$ cat src/tvpw_pkg.sv
// Shared types and constants for the text video memory plane write unit.
// Depends on nothing; every other file refers to it by scoped names.
`default_nettype none
package tvpw_pkg;

    // Memory geometry. PLANE_BYTES and LINE_COUNT are powers of two.
    localparam int PLANE_BYTES = 131072;
    localparam int LINE_COUNT  = 1024;
    localparam int PLANES      = 4;
    localparam int OFF_W       = $clog2(PLANE_BYTES);
    localparam int LINE_W      = $clog2(LINE_COUNT);

    // Fixed field widths of the transaction payloads.
    localparam int ADDR_W   = 19;
    localparam int DLINE_W  = 10;
    localparam int GROUP_W  = 17;
    localparam int CFG_IDX_W = 3;
    localparam int CFG_DAT_W = 10;

    // Mask that reduces a line number modulo LINE_COUNT.
    localparam logic [DLINE_W-1:0] LINE_MASK = DLINE_W'(LINE_COUNT - 1);

    // Command codes.
    localparam logic CMD_READ  = 1'b0;
    localparam logic CMD_WRITE = 1'b1;

    // Configuration register indexes.
    localparam logic [CFG_IDX_W-1:0] CFG_SIMULTANEOUS = 3'd0;
    localparam logic [CFG_IDX_W-1:0] CFG_MASK_ENABLE  = 3'd1;
    localparam logic [CFG_IDX_W-1:0] CFG_PLANE_SELECT = 3'd2;
    localparam logic [CFG_IDX_W-1:0] CFG_MASK_EVEN    = 3'd3;
    localparam logic [CFG_IDX_W-1:0] CFG_MASK_ODD     = 3'd4;
    localparam logic [CFG_IDX_W-1:0] CFG_SCROLL_Y     = 3'd5;

    // Request payload.
    typedef struct packed {
        logic              command;
        logic [ADDR_W-1:0] address;
        logic [7:0]        write_data;
    } req_t;

    // Response payload.
    typedef struct packed {
        logic [7:0]         read_data;
        logic               line_dirty;
        logic [DLINE_W-1:0] dirty_line;
        logic               pixels_valid;
        logic [GROUP_W-1:0] pixel_group;
        logic [31:0]        pixels;
    } rsp_t;

    // Commands from the controller to the datapath.
    typedef struct packed {
        logic clear;
        logic capture;
        logic read_en;
        logic commit;
    } ctrl_cmd_t;

    // Status from the datapath to the controller.
    typedef struct packed {
        logic clear_last;
    } ctrl_sts_t;

endpackage
`default_nettype wire

$ cat src/tvpw_ctrl.sv
// Controller: clearing pass after reset, then read and write phases per transaction.
// Depends on tvpw_pkg for the command and status structs.
`default_nettype none
module tvpw_ctrl (
    input  wire logic                clk,
    input  wire logic                rst_n,
    input  wire logic                req_valid,
    output logic                     req_stall,
    output logic                     rsp_valid,
    input  wire logic                rsp_stall,
    input  wire tvpw_pkg::ctrl_sts_t sts,
    output tvpw_pkg::ctrl_cmd_t      cmd
);

    typedef enum logic [3:0] {
        ST_CLEAR = 4'b0001,
        ST_IDLE  = 4'b0010,
        ST_READ  = 4'b0100,
        ST_WRITE = 4'b1000
    } state_t;

    state_t state_reg, state_next;
    logic   out_valid_reg, out_valid_next;
    logic   slot_free;
    logic   accept;

    // The output register can take a result when empty or emptying now.
    assign slot_free = !out_valid_reg || !rsp_stall;

    // A new transaction enters when idle or when the current one commits.
    assign req_stall = !((state_reg == ST_IDLE) ||
                         ((state_reg == ST_WRITE) && slot_free));
    assign accept    = req_valid && !req_stall;

    // Commands to the datapath.
    always_comb
    begin
        cmd.clear   = (state_reg == ST_CLEAR);
        cmd.capture = accept;
        cmd.read_en = (state_reg == ST_READ);
        cmd.commit  = (state_reg == ST_WRITE) && slot_free;
    end

    // Next state.
    always_comb
    begin
        state_next = state_reg;
        case (state_reg)
            ST_CLEAR:
            begin
                if (sts.clear_last)
                begin
                    state_next = ST_IDLE;
                end
            end
            ST_IDLE:
            begin
                if (accept)
                begin
                    state_next = ST_READ;
                end
            end
            ST_READ:
            begin
                state_next = ST_WRITE;
            end
            ST_WRITE:
            begin
                if (slot_free)
                begin
                    state_next = accept ? ST_READ : ST_IDLE;
                end
            end
            default:
            begin
                state_next = ST_CLEAR;
            end
        endcase
    end

    // Output valid flag follows commits and taken results.
    always_comb
    begin
        out_valid_next = out_valid_reg;
        if (cmd.commit)
        begin
            out_valid_next = 1'b1;
        end
        else if (out_valid_reg && !rsp_stall)
        begin
            out_valid_next = 1'b0;
        end
    end

    always_ff @(posedge clk or negedge rst_n)
    begin
        if (!rst_n)
        begin
            state_reg     <= ST_CLEAR;
            out_valid_reg <= 1'b0;
        end
        else
        begin
            state_reg     <= state_next;
            out_valid_reg <= out_valid_next;
        end
    end

    assign rsp_valid = out_valid_reg;

endmodule
`default_nettype wire

$ cat config.mk
export PLATFORM = sky130hd
export DESIGN_NAME = tvpw_ctrl
export DESIGN_NICKNAME = d
export VERILOG_FILES = /design/src/tvpw_pkg.sv /design/src/tvpw_ctrl.sv
export SDC_FILE = /design/constraint.sdc
export NUM_CORES = 1
export LEC_CHECK = 0
export BUFFER_PORTS_ARGS = -buffer_cell sky130_fd_sc_hd__buf_2
export CORE_AREA = 3 3 40 42
export DETAILED_ROUTE_END_ITERATION = 12
export DIE_AREA = 0 0 43 45
export SYNTH_ARGS = -nofsm -noshare
export SYNTH_HDL_FRONTEND = slang
export SYNTH_SLANG_ARGS = --single-unit
$ cat constraint.sdc
create_clock -name clk -period 1.3 [get_ports clk]
set_clock_uncertainty 0.1 [all_clocks]
set_input_delay 0.39 -clock clk [delete_from_list [all_inputs] [get_ports clk]]
set_output_delay 0.39 -clock clk [all_outputs]
set_load 0.05 [all_outputs]
==> impl_metrics.py, run 1 <==
metrics = {
    "routing": {
        "wire_per_inst_um": 11.6,
        "maxUsedRoutingLayer": "met3",
        "wl_met1_um": 309,
        "num_vias": 303,
        "vias_per_cell": 4.39,
        "drt_wl_total_um": 801,
        "ant_nets": 0,
        "wl_met3_um": 50,
        "route.met2.wl_um": 441,
        "drc": 0,
        "drtPass1Iterations": 1,
        "drt_iter0_drc": 0,
    },
    "floorplan": {
        "die_area_um2": 1940,
        "die_y_um": 45,
        "pin_count": 11,
        "initial_core_util_pct": 21.6,
        "core_area_um2": 1280,
        "std_cell_rows": 13,
        "die_w_um": 43,
    },
    "clock_network": {
        "htreeDepth": 1,
        "clock_latency_ps": 240,
        "cts_tree": "yes",
        "cts.sinks": 5,
        "clk_pin_slew_ps": 40,
        "clock-root-buffer": "clkbuf_4",
        "clock_path_buffers": 2,
        "numCtsBuffers": 3,
    },
    "grt": {
        "grt_use_total_pct": 10.4,
        "grt_pass1_vias": 323,
        "grt_max_degree": 6,
        "gr-total-overflow": 0,
        "antenna_found_initial": 0,
        "grt_pass1_wl_um": 1410,
    },
    "power_and_ir_drop": {
        "p_seq_share_pct": 26.9,
        "p_clk_share_pct": 17.0,
        "p_int_uw": 617,
        "switching_share_pct": 41.0,
        "combPwrFrac_pct": 56.2,
        "switchingPower_uw": 429,
        "leakage_nw": 0.266,
        "peakVddDrop_uv": 1160,
        "p_per_area_nw_per_um2": 1780,
    },
    "final_layout": {
        "syn_to_final_growth_pct": 112,
        "mostFrequentLayoutCells": "buf_4, buf_6, buf_2, dfrtp_2",
        "final_common_cell": "buf_4",
        "drive_gt1_share_pct": 81.5,
        "fillers": 119,
        "largest_reg_flops": 4,
        "fin_util_pct": 45.8,
        "nNetsFinal": 60,
        "final_cell_area_um2": 588,
        "diodes": 0,
    },
    "outcome": {
        "status": "finished, violations left",
        "violations": "setup timing",
    },
    "hold_path": {
        "hold_path.class": "in -> reg",
    },
    "sta": {
        "finalSetupViolCount": 8,
        "worst_slack_ps": -548,
        "post-route-period-util_pct": 142,
        "worst_slew_pin_slew_ps": 268,
        "max_freq_mhz": 541,
        "rsz0062_at_grt": "yes",
        "max_slew_margin_pct": 82.1,
        "min_period_ps": 1850,
        "hold_viol": 0,
        "slew_violations": 0,
    },
    "setup_path": {
        "critPathArrivalTime_ps": 1360,
        "cp_max_fo": 3,
        "crit_path_top_delay_cell": "dfrtp_2",
        "cpMostUsedCell": "buf_6",
        "critPathLaunchType": "register",
        "endpoint_kind": "output pin",
        "path_class": "reg -> out",
        "crit_required_ps": 810,
        "crit_path_max_incr_delay_ps": 440,
        "cp_cell_sequence": "buf_6 -> nor2b_4 -> a31oi_4 -> nor2_2 -> buf_6",
    },
    "logic_synthesis": {
        "syn_inst": 28,
        "ys_seq_elements": 5,
        "syn_avg_cell_area_um2": 9.92,
        "synth_cell_type_count": 17,
        "syn_area_um2": 278,
        "ys_warn_count": 0,
        "synth-seq-area-share_pct": 45.5,
        "synth_fp_nets": 33,
    },
    "placement": {
        "hpwl_um": 552,
        "placed_cell_area_um2": 449,
        "place.gp.congestion": 0.767,
        "io_buffers": 10,
    },
    "job": {
        "cap_violations": 0,
    },
}
==> logic make-up after synthesis <==
family | share of synthesized area [%]
compound gates | 16.2
buf+inv | 6.75
flops | 45.5
simple gates | 31.5
==> metal layers <==
metal  vias to the layer above  global-route usage (%)
met3                         0                    5.18
met1                       142                    10.3
li1                        149                       -
met4                         0                    3.61
met5                         -                       0
met2                        12                    18.9
==> final cells by class <==
cell class                      count  area, um2  area share, %
Tap cell                           15       18.8           3.19
Multi-Input combinational cell     20        198           33.6
Sequential cell                     5        131           22.3
Inverter                            1       3.75          0.638
Timing Repair Buffer               24        210           35.7
Clock buffer                        4       26.3           4.47
==> worst paths after layout <==
| check | end | slack (ps) | start | depth (start not counted) |
|---|---|---|---|---|
| worst max-delay path | cmd[2] | -550 | state_reg[2]$_DFFE_PN0P_ | 5 |
| worst min-delay path | state_reg[0]$_DFFE_PN1P_ | 300 | sts | 3 |
| worst max register to register | state_reg[0]$_DFFE_PN1P_ | -120 | state_reg[2]$_DFFE_PN0P_ | 6 |
| worst min register to register | rsp_valid$_DFFE_PN0P_ | 500 | rsp_valid$_DFFE_PN0P_ | 2 |
| max in group asynchronous | state_reg[0]$_DFFE_PN1P_ | 480 | rst_n | 2 |
| min in group asynchronous | state_reg[1]$_DFFE_PN0P_ | 410 | rst_n | 2 |
==> critical path: cells and delay by family, from the launching register on <==
kind / cells / cell delay (ps)
flops: 1 / 440
buf+inv: 2 / 300
simple gates: 2 / 270
compound gates: 1 / 120
==> metrics by stage <==
step / worst slack, ps / power (mW) / TNS [ps] / hold slack [ps] / cells
final: -548 / 1.05 / -2760 / 305 / 69
after global routing: -624 / 1.12 / -3350 / 314 / 69
after CTS: -547 / 1.02 / -2860 / 298 / 69
after detailed placement: -367 / 0.745 / -1700 / 109 / 62
after global placement: -349 / 0.744 / -1630 / 110 / 62
after floorplan: -529 / 0.589 / -2170 / -5.59 / 28
==> power groups by stage <==
| stage | clock network [mW] | logic [mW] | registers [mW] |
|---|---|---|---|
| after floorplan | 0 | 0.323 | 0.266 |
| after global placement | 0 | 0.487 | 0.257 |
| after detailed placement | 0 | 0.488 | 0.258 |
| after CTS | 0.181 | 0.571 | 0.268 |
| after global routing | 0.199 | 0.627 | 0.290 |
| final | 0.178 | 0.588 | 0.281 |
==> repair_timing <==
| action | 4_1_cts | 5_1_grt |
|---|---|---|
| pin swaps | 0 | 2 |
| setup endpoints to repair | 7 | 11 |
| hold buffers | 1 | 0 |
| hold endpoints to repair | 4 | 0 |
| gates resized for setup | 17 | 9 |
| setup buffers | 2 | 1 |
==> synthesized netlist by cell type <==
cell type / instances / area share (%)
a31oi_1: 1 / 2.3
nor4b_2: 2 / 11
dfstp_2: 1 / 9.5
o21a_1: 1 / 2.7
o31a_1: 1 / 3.2
o21ai_1: 1 / 1.8
dfrtp_1: 4 / 36
and2_1: 1 / 2.3
buf_4: 2 / 5.4
a31oi_2: 1 / 4.5
a21oi_1: 1 / 1.8
nor3_1: 2 / 3.6
nand2_1: 4 / 5.4
nor2b_2: 1 / 3.2
inv_1: 1 / 1.4
nor2_1: 3 / 4.1
nor2b_1: 1 / 2.3
No activity file was read; power rests on OpenSTA's default activity.
==> inputs of run 2 (changes only) <==
ABC_AREA = 1   (was default)
==> run 2 against run 1 <==
The flow still finishes with violations (setup timing). Combinational power up 35%. Sequential power shrank 6%. Core utilization grew 1.4 points. Worst hold slack worse by 18 ps. Clock power increased by 3%. Via count increased by 16%. Final cell count is 23% higher. Worst setup slack improved by 65 ps. Non-clock buffer count fell by 1. First-iteration DRC count is the same. Highest routed layer is now met4. Power increased by 18%.
==> impl_metrics.py, run 2 <==
metrics = {
    "outcome": {
        "status": "finished, violations left",
        "violations": "setup timing",
    },
    "job": {
        "cap_violations": 0,
    },
    "logic_synthesis": {
        "async_flop_share_pct": 100,
        "synth-seq-area-share_pct": 39.5,
        "ys_warn_count": 0,
        "synth-edff-count": 0,
        "synth_top_family_by_area": "simple AND/OR/NAND/NOR gates",
        "synthTopCellsByCount": "inv_1, nand2_1, dfrtp_1",
        "netlist_top_cells_area": "dfrtp_1, inv_1, nand2_1",
        "muxShareOfSynthArea_pct": 0,
        "yosys.area_share.simple_pct": 36.3,
        "syn_inst": 45,
        "synth_ff_type": "dfrtp_1",
        "synth_cell_type_count": 16,
        "synth_fp_nets": 50,
        "synth_compound_area_share_pct": 3.13,
        "netlist.top_cell.by_area": "dfrtp_1",
        "syn_avg_cell_area_um2": 7.12,
        "synth_xor_area_share_pct": 0,
        "syn_area_um2": 320,
        "synth-adder-area-share_pct": 0,
        "yosysMostFrequentCell": "inv_1",
        "ys_seq_elements": 5,
        "synth_top_area_share_pct": 31.3,
    },
    "clock_network": {
        "htreeDepth": 1,
        "cts.sinks": 5,
        "clock-root-buffer": "clkbuf_4",
        "clock_latency_ps": 250,
        "numCtsBuffers": 3,
        "clock_path_buffers": 2,
        "clk_pin_slew_ps": 40,
        "cts_tree": "yes",
    },
    "grt": {
        "grt_use_total_pct": 10.1,
        "grt_max_degree": 6,
        "antenna_found_initial": 0,
        "gr-total-overflow": 0,
        "grt_pass1_vias": 355,
        "grt_pass1_wl_um": 1390,
    },
    "sta": {
        "post-route-period-util_pct": 137,
        "worst_slew_pin_slew_ps": 168,
        "finalSetupViolCount": 6,
        "rsz0062_at_grt": "yes",
        "setup_tns_ps": -2260,
        "min_period_ps": 1780,
        "hold_viol": 0,
        "max_slew_margin_pct": 88.8,
        "worst_slack_ps": -483,
        "max_freq_mhz": 561,
        "slew_violations": 0,
    },
    "power_and_ir_drop": {
        "power.total_mw": 1.24,
        "p_per_area_nw_per_um2": 2050,
        "peakVddDrop_uv": 1160,
        "leakage_nw": 0.326,
    },
    "floorplan": {
        "initial_core_util_pct": 24.9,
        "std_cell_rows": 13,
        "die_area_um2": 1940,
        "pin_count": 11,
        "core_area_um2": 1280,
        "die_y_um": 45,
        "die_w_um": 43,
    },
    "final_layout": {
        "mostFrequentLayoutCells": "buf_4, nand2_1, inv_1, inv_2",
        "nNetsFinal": 76,
        "final_cell_area_um2": 606,
        "drive_gt1_share_pct": 67.1,
        "diodes": 0,
        "syn_to_final_growth_pct": 89.1,
        "largest_reg_flops": 4,
        "fillers": 128,
        "fin_cells": 85,
        "final_common_cell": "buf_4",
    },
    "setup_path": {
        "path_class": "reg -> out",
        "cp_max_fo": 3,
        "endpoint_kind": "output pin",
        "critPathArrivalTime_ps": 1290,
        "critPathLaunchType": "register",
        "crit_required_ps": 810,
    },
    "placement": {
        "place_ws_ps": -341,
        "place.gp.congestion": 0.775,
        "io_buffers": 10,
        "hpwl_um": 601,
        "dp_cells": 77,
        "placed_cell_area_um2": 468,
    },
    "routing": {
        "wire_per_inst_um": 9.28,
        "ant_nets": 0,
        "drt_wl_total_um": 789,
        "drc": 0,
        "num_vias": 351,
        "vias_per_cell": 4.13,
        "drt_iter0_drc": 0,
        "drtPass1Iterations": 1,
    },
    "hold_path": {
        "hold_path.class": "in -> reg",
    },
}
-- run 2: report_power, final --
part           total [mW]  internal (mW)  switching (mW)
registers           0.265          0.212          0.0533
clock network       0.183          0.116          0.0664
logic               0.793          0.356           0.437
total                1.24          0.684           0.556
-- run 2: critical path, stage by stage (launching register included) --
cell and delay, ps:
dfstp_2 570, inv_2 60, nand3_2 80, nand2_2 80, nand2_2 70, inv_2 40, buf_8 140
-- run 2: layout make-up --
class | count | area [um2] | share of cell area (%)
multi-input combinational | 24 | 168 | 27.7
inverter | 14 | 61.3 | 10.1
clock buffer | 4 | 26.3 | 4.34
tap | 15 | 18.8 | 3.10
timing repair buffer | 23 | 203 | 33.5
sequential | 5 | 129 | 21.3
-- run 2: final timing paths --
| kind | slack, ps | cells past startpoint | to | start |
|---|---|---|---|---|
| setup / recovery | -480 | 6 | cmd[2] | state_reg[0]$_DFFE_PN1P_ |
| hold / removal | 290 | 4 | state_reg[0]$_DFFE_PN1P_ | sts |
| setup reg to reg | -100 | 9 | state_reg[1]$_DFFE_PN0P_ | state_reg[0]$_DFFE_PN1P_ |
| hold reg to reg | 560 | 3 | rsp_valid$_DFFE_PN0P_ | rsp_valid$_DFFE_PN0P_ |
| max in group asynchronous | 510 | 2 | state_reg[0]$_DFFE_PN1P_ | rst_n |
| min in group asynchronous | 370 | 2 | state_reg[3]$_DFFE_PN0P_ | rst_n |
-- run 2: metrics by stage --
stage	util, %	hold WS (ps)
final	47.1	287
after global routing	47.1	318
after CTS	44.7	285
after detailed placement	36.4	108
after global placement	36.4	106
after floorplan	-	-5.59
-- run 2: kinds of logic (layout without fill, tap and decap cells) --
family | Yosys count | after routing
flops | 5 | 5
simple gates | 22 | 22
buf+inv | 16 | 41
compound gates | 2 | 2
-- run 2: timing repair --
| item | 4_1_cts | 5_1_grt |
|---|---|---|
| cloned | 0 | 0 |
| resized for setup | 20 | 6 |
| setup buffers | 2 | 3 |
| setup endpoints to repair | 7 | 9 |
| hold buffers | 1 | 0 |
| pin swaps | 4 | 0 |
| hold endpoints to repair | 4 | 0 |
-- run 2: metal layers --
metal	track usage, %	vias up	part of all wire (%)
li1	-	179	-
met1	9.80	161	34
met2	17.7	8	59
met3	5.18	3	6.1
met4	5.42	0	1.3
met5	0	-	0
==> inputs of run 3 (changes only) <==
REMOVE_ABC_BUFFERS = 1   (was default)
==> run 3 against run 2 <==
The run still ends with setup timing left. Combinational power shrank 15%. Via count rose by 0.85%. Flip-flop and latch count did not move. Global-route usage increased by 0.33 points. Final cell count rose by 1.2%. Sequential power decreased by 3%. Largest power group unchanged. Sequential share of layout area up 0.82 points. Highest routed layer unchanged.
==> impl_metrics.py, run 3 (synthesized netlist as in run 2, its figures left out) <==
metrics = {
    "outcome": {
        "status": "finished, violations left",
        "violations": "setup timing",
    },
    "clock_network": {
        "clock-root-buffer": "clkbuf_4",
        "htreeDepth": 1,
        "cts.sinks": 5,
        "clk_pin_slew_ps": 50,
        "clock_path_buffers": 2,
        "numCtsBuffers": 3,
        "clock_latency_ps": 250,
        "cts_tree": "yes",
    },
    "final_layout": {
        "final_common_cell": "buf_4",
        "nNetsFinal": 77,
        "diodes": 0,
        "fin_util_pct": 44.5,
        "largest_reg_flops": 4,
        "mostFrequentLayoutCells": "buf_4, inv_1, nand2_1",
        "drive_gt1_share_pct": 53.5,
        "fillers": 129,
        "syn_to_final_growth_pct": 78.5,
        "final_cell_area_um2": 572,
        "fin_cells": 86,
    },
    "setup_path": {
        "critPathArrivalTime_ps": 1290,
        "rrSetupSlack_ps": -410,
        "crit_path_top_delay_cell": "dfrtp_1",
        "cp_max_fo": 3,
        "cp.buffers_inverters": 2,
        "endpoint_kind": "output pin",
        "cp_cell_sequence": "nor2_2 -> nand3_2 -> nand2_2 -> nand2_2 -> inv_2 -> buf_8",
        "crit_start": "state_reg[3]$_DFFE_PN0P_",
        "cpLargestDelayFamily": "simple AND/OR/NAND/NOR gates",
        "critPathLaunchType": "register",
        "cpMostUsedCell": "nand2_2",
        "path_class": "reg -> out",
        "r2r_start": "state_reg[3]$_DFFE_PN0P_",
        "crit_path_max_incr_delay_ps": 410,
        "crit_required_ps": 810,
    },
    "grt": {
        "grt_use_total_pct": 10.5,
        "grt_pass1_vias": 345,
        "antenna_found_initial": 0,
        "grt_max_degree": 6,
        "grt_pass1_wl_um": 1380,
        "gr-total-overflow": 0,
    },
    "sta": {
        "hold_viol": 0,
        "holdWs_ps": 284,
        "rsz0062_at_grt": "yes",
        "worst_slew_pin_slew_ps": 172,
        "post-route-period-util_pct": 137,
        "slew_violations": 0,
        "finalSetupViolCount": 7,
        "max_freq_mhz": 561,
        "max_slew_margin_pct": 88.5,
        "worst_slack_ps": -483,
        "min_period_ps": 1780,
    },
    "floorplan": {
        "initial_core_util_pct": 24.9,
        "pin_count": 11,
        "core_area_um2": 1280,
        "std_cell_rows": 13,
        "die_y_um": 45,
        "die_area_um2": 1940,
        "die_w_um": 43,
    },
    "power_and_ir_drop": {
        "switchingPower_uw": 500,
        "p_seq_share_pct": 23.0,
        "peakVddDrop_uv": 967,
        "p_per_area_nw_per_um2": 1950,
        "p_int_uw": 617,
        "switching_share_pct": 44.8,
        "combPwrFrac_pct": 60.4,
        "p_clk_share_pct": 16.5,
        "leakage_nw": 0.332,
    },
    "routing": {
        "num_vias": 354,
        "drt_wl_total_um": 865,
        "wl_met3_um": 86,
        "drtPass1Iterations": 4,
        "wire_per_inst_um": 10.1,
        "drt_iter0_drc": 9,
        "ant_nets": 0,
        "vias_per_cell": 4.12,
        "route.met2.wl_um": 451,
        "wl_met1_um": 304,
        "drc": 0,
        "maxUsedRoutingLayer": "met4",
    },
    "placement": {
        "dp_cells": 77,
        "hpwl_um": 549,
        "io_buffers": 10,
        "placed_cell_area_um2": 442,
        "place.gp.congestion": 0.730,
    },
    "job": {
        "cap_violations": 0,
    },
    "hold_path": {
        "hold_path.class": "in -> reg",
        "worstHoldStart": "sts",
    },
}
[run 3: final cells by class]
class | instances | area [um2] | share of cell area [%]
Sequential cell | 5 | 126 | 22.1
Multi-Input combinational cell | 24 | 145 | 25.4
Inverter | 14 | 52.6 | 9.19
Tap cell | 15 | 18.8 | 3.28
Clock buffer | 4 | 26.3 | 4.60
Timing Repair Buffer | 24 | 203 | 35.4
[run 3: repair_timing]
item / 4_1_cts / 5_1_grt
setup endpoints to repair: 7 / 9
hold endpoints to repair: 4 / 0
resized for setup: 19 / 0
pin swaps: 3 / 0
hold buffers: 1 / 0
setup buffers: 4 / 1
[run 3: worst min-delay path: stages]
cell and delay (ps):
buf_2 70, inv_1 30, nand2_1 60, o21ai_1 60
[run 3: worst paths after layout]
path / to / cells after the start
max: cmd[2] / 6
min: state_reg[0]$_DFFE_PN1P_ / 4
max reg2reg: state_reg[1]$_DFFE_PN0P_ / 12
min reg2reg: rsp_valid$_DFFE_PN0P_ / 3
max in group asynchronous: state_reg[0]$_DFFE_PN1P_ / 2
min in group asynchronous: rsp_valid$_DFFE_PN0P_ / 2
[run 3: metrics by stage]
step	setup TNS, ps	power, mW	setup slack (ps)
after floorplan	-2620	0.589	-470
after global placement	-1280	0.777	-315
after detailed placement	-1350	0.783	-343
after CTS	-2580	1.12	-463
after global routing	-3240	1.20	-533
final	-2700	1.12	-483
[run 3: layer usage]
metal	vias to the layer above	GRT usage (%)
met5	-	0
met4	0	3.61
met3	2	7.17
met2	19	18.0
met1	152	10.0
li1	181	-
[run 3: power by group through the flow]
stage,combinational (mW),sequential [mW],clock [mW]
2_1_floorplan,0.342,0.247,0
3_3_place_gp,0.537,0.240,0
3_5_place_dp,0.543,0.240,0
4_1_cts,0.671,0.255,0.192
5_1_grt,0.730,0.261,0.210
6_report,0.675,0.257,0.185
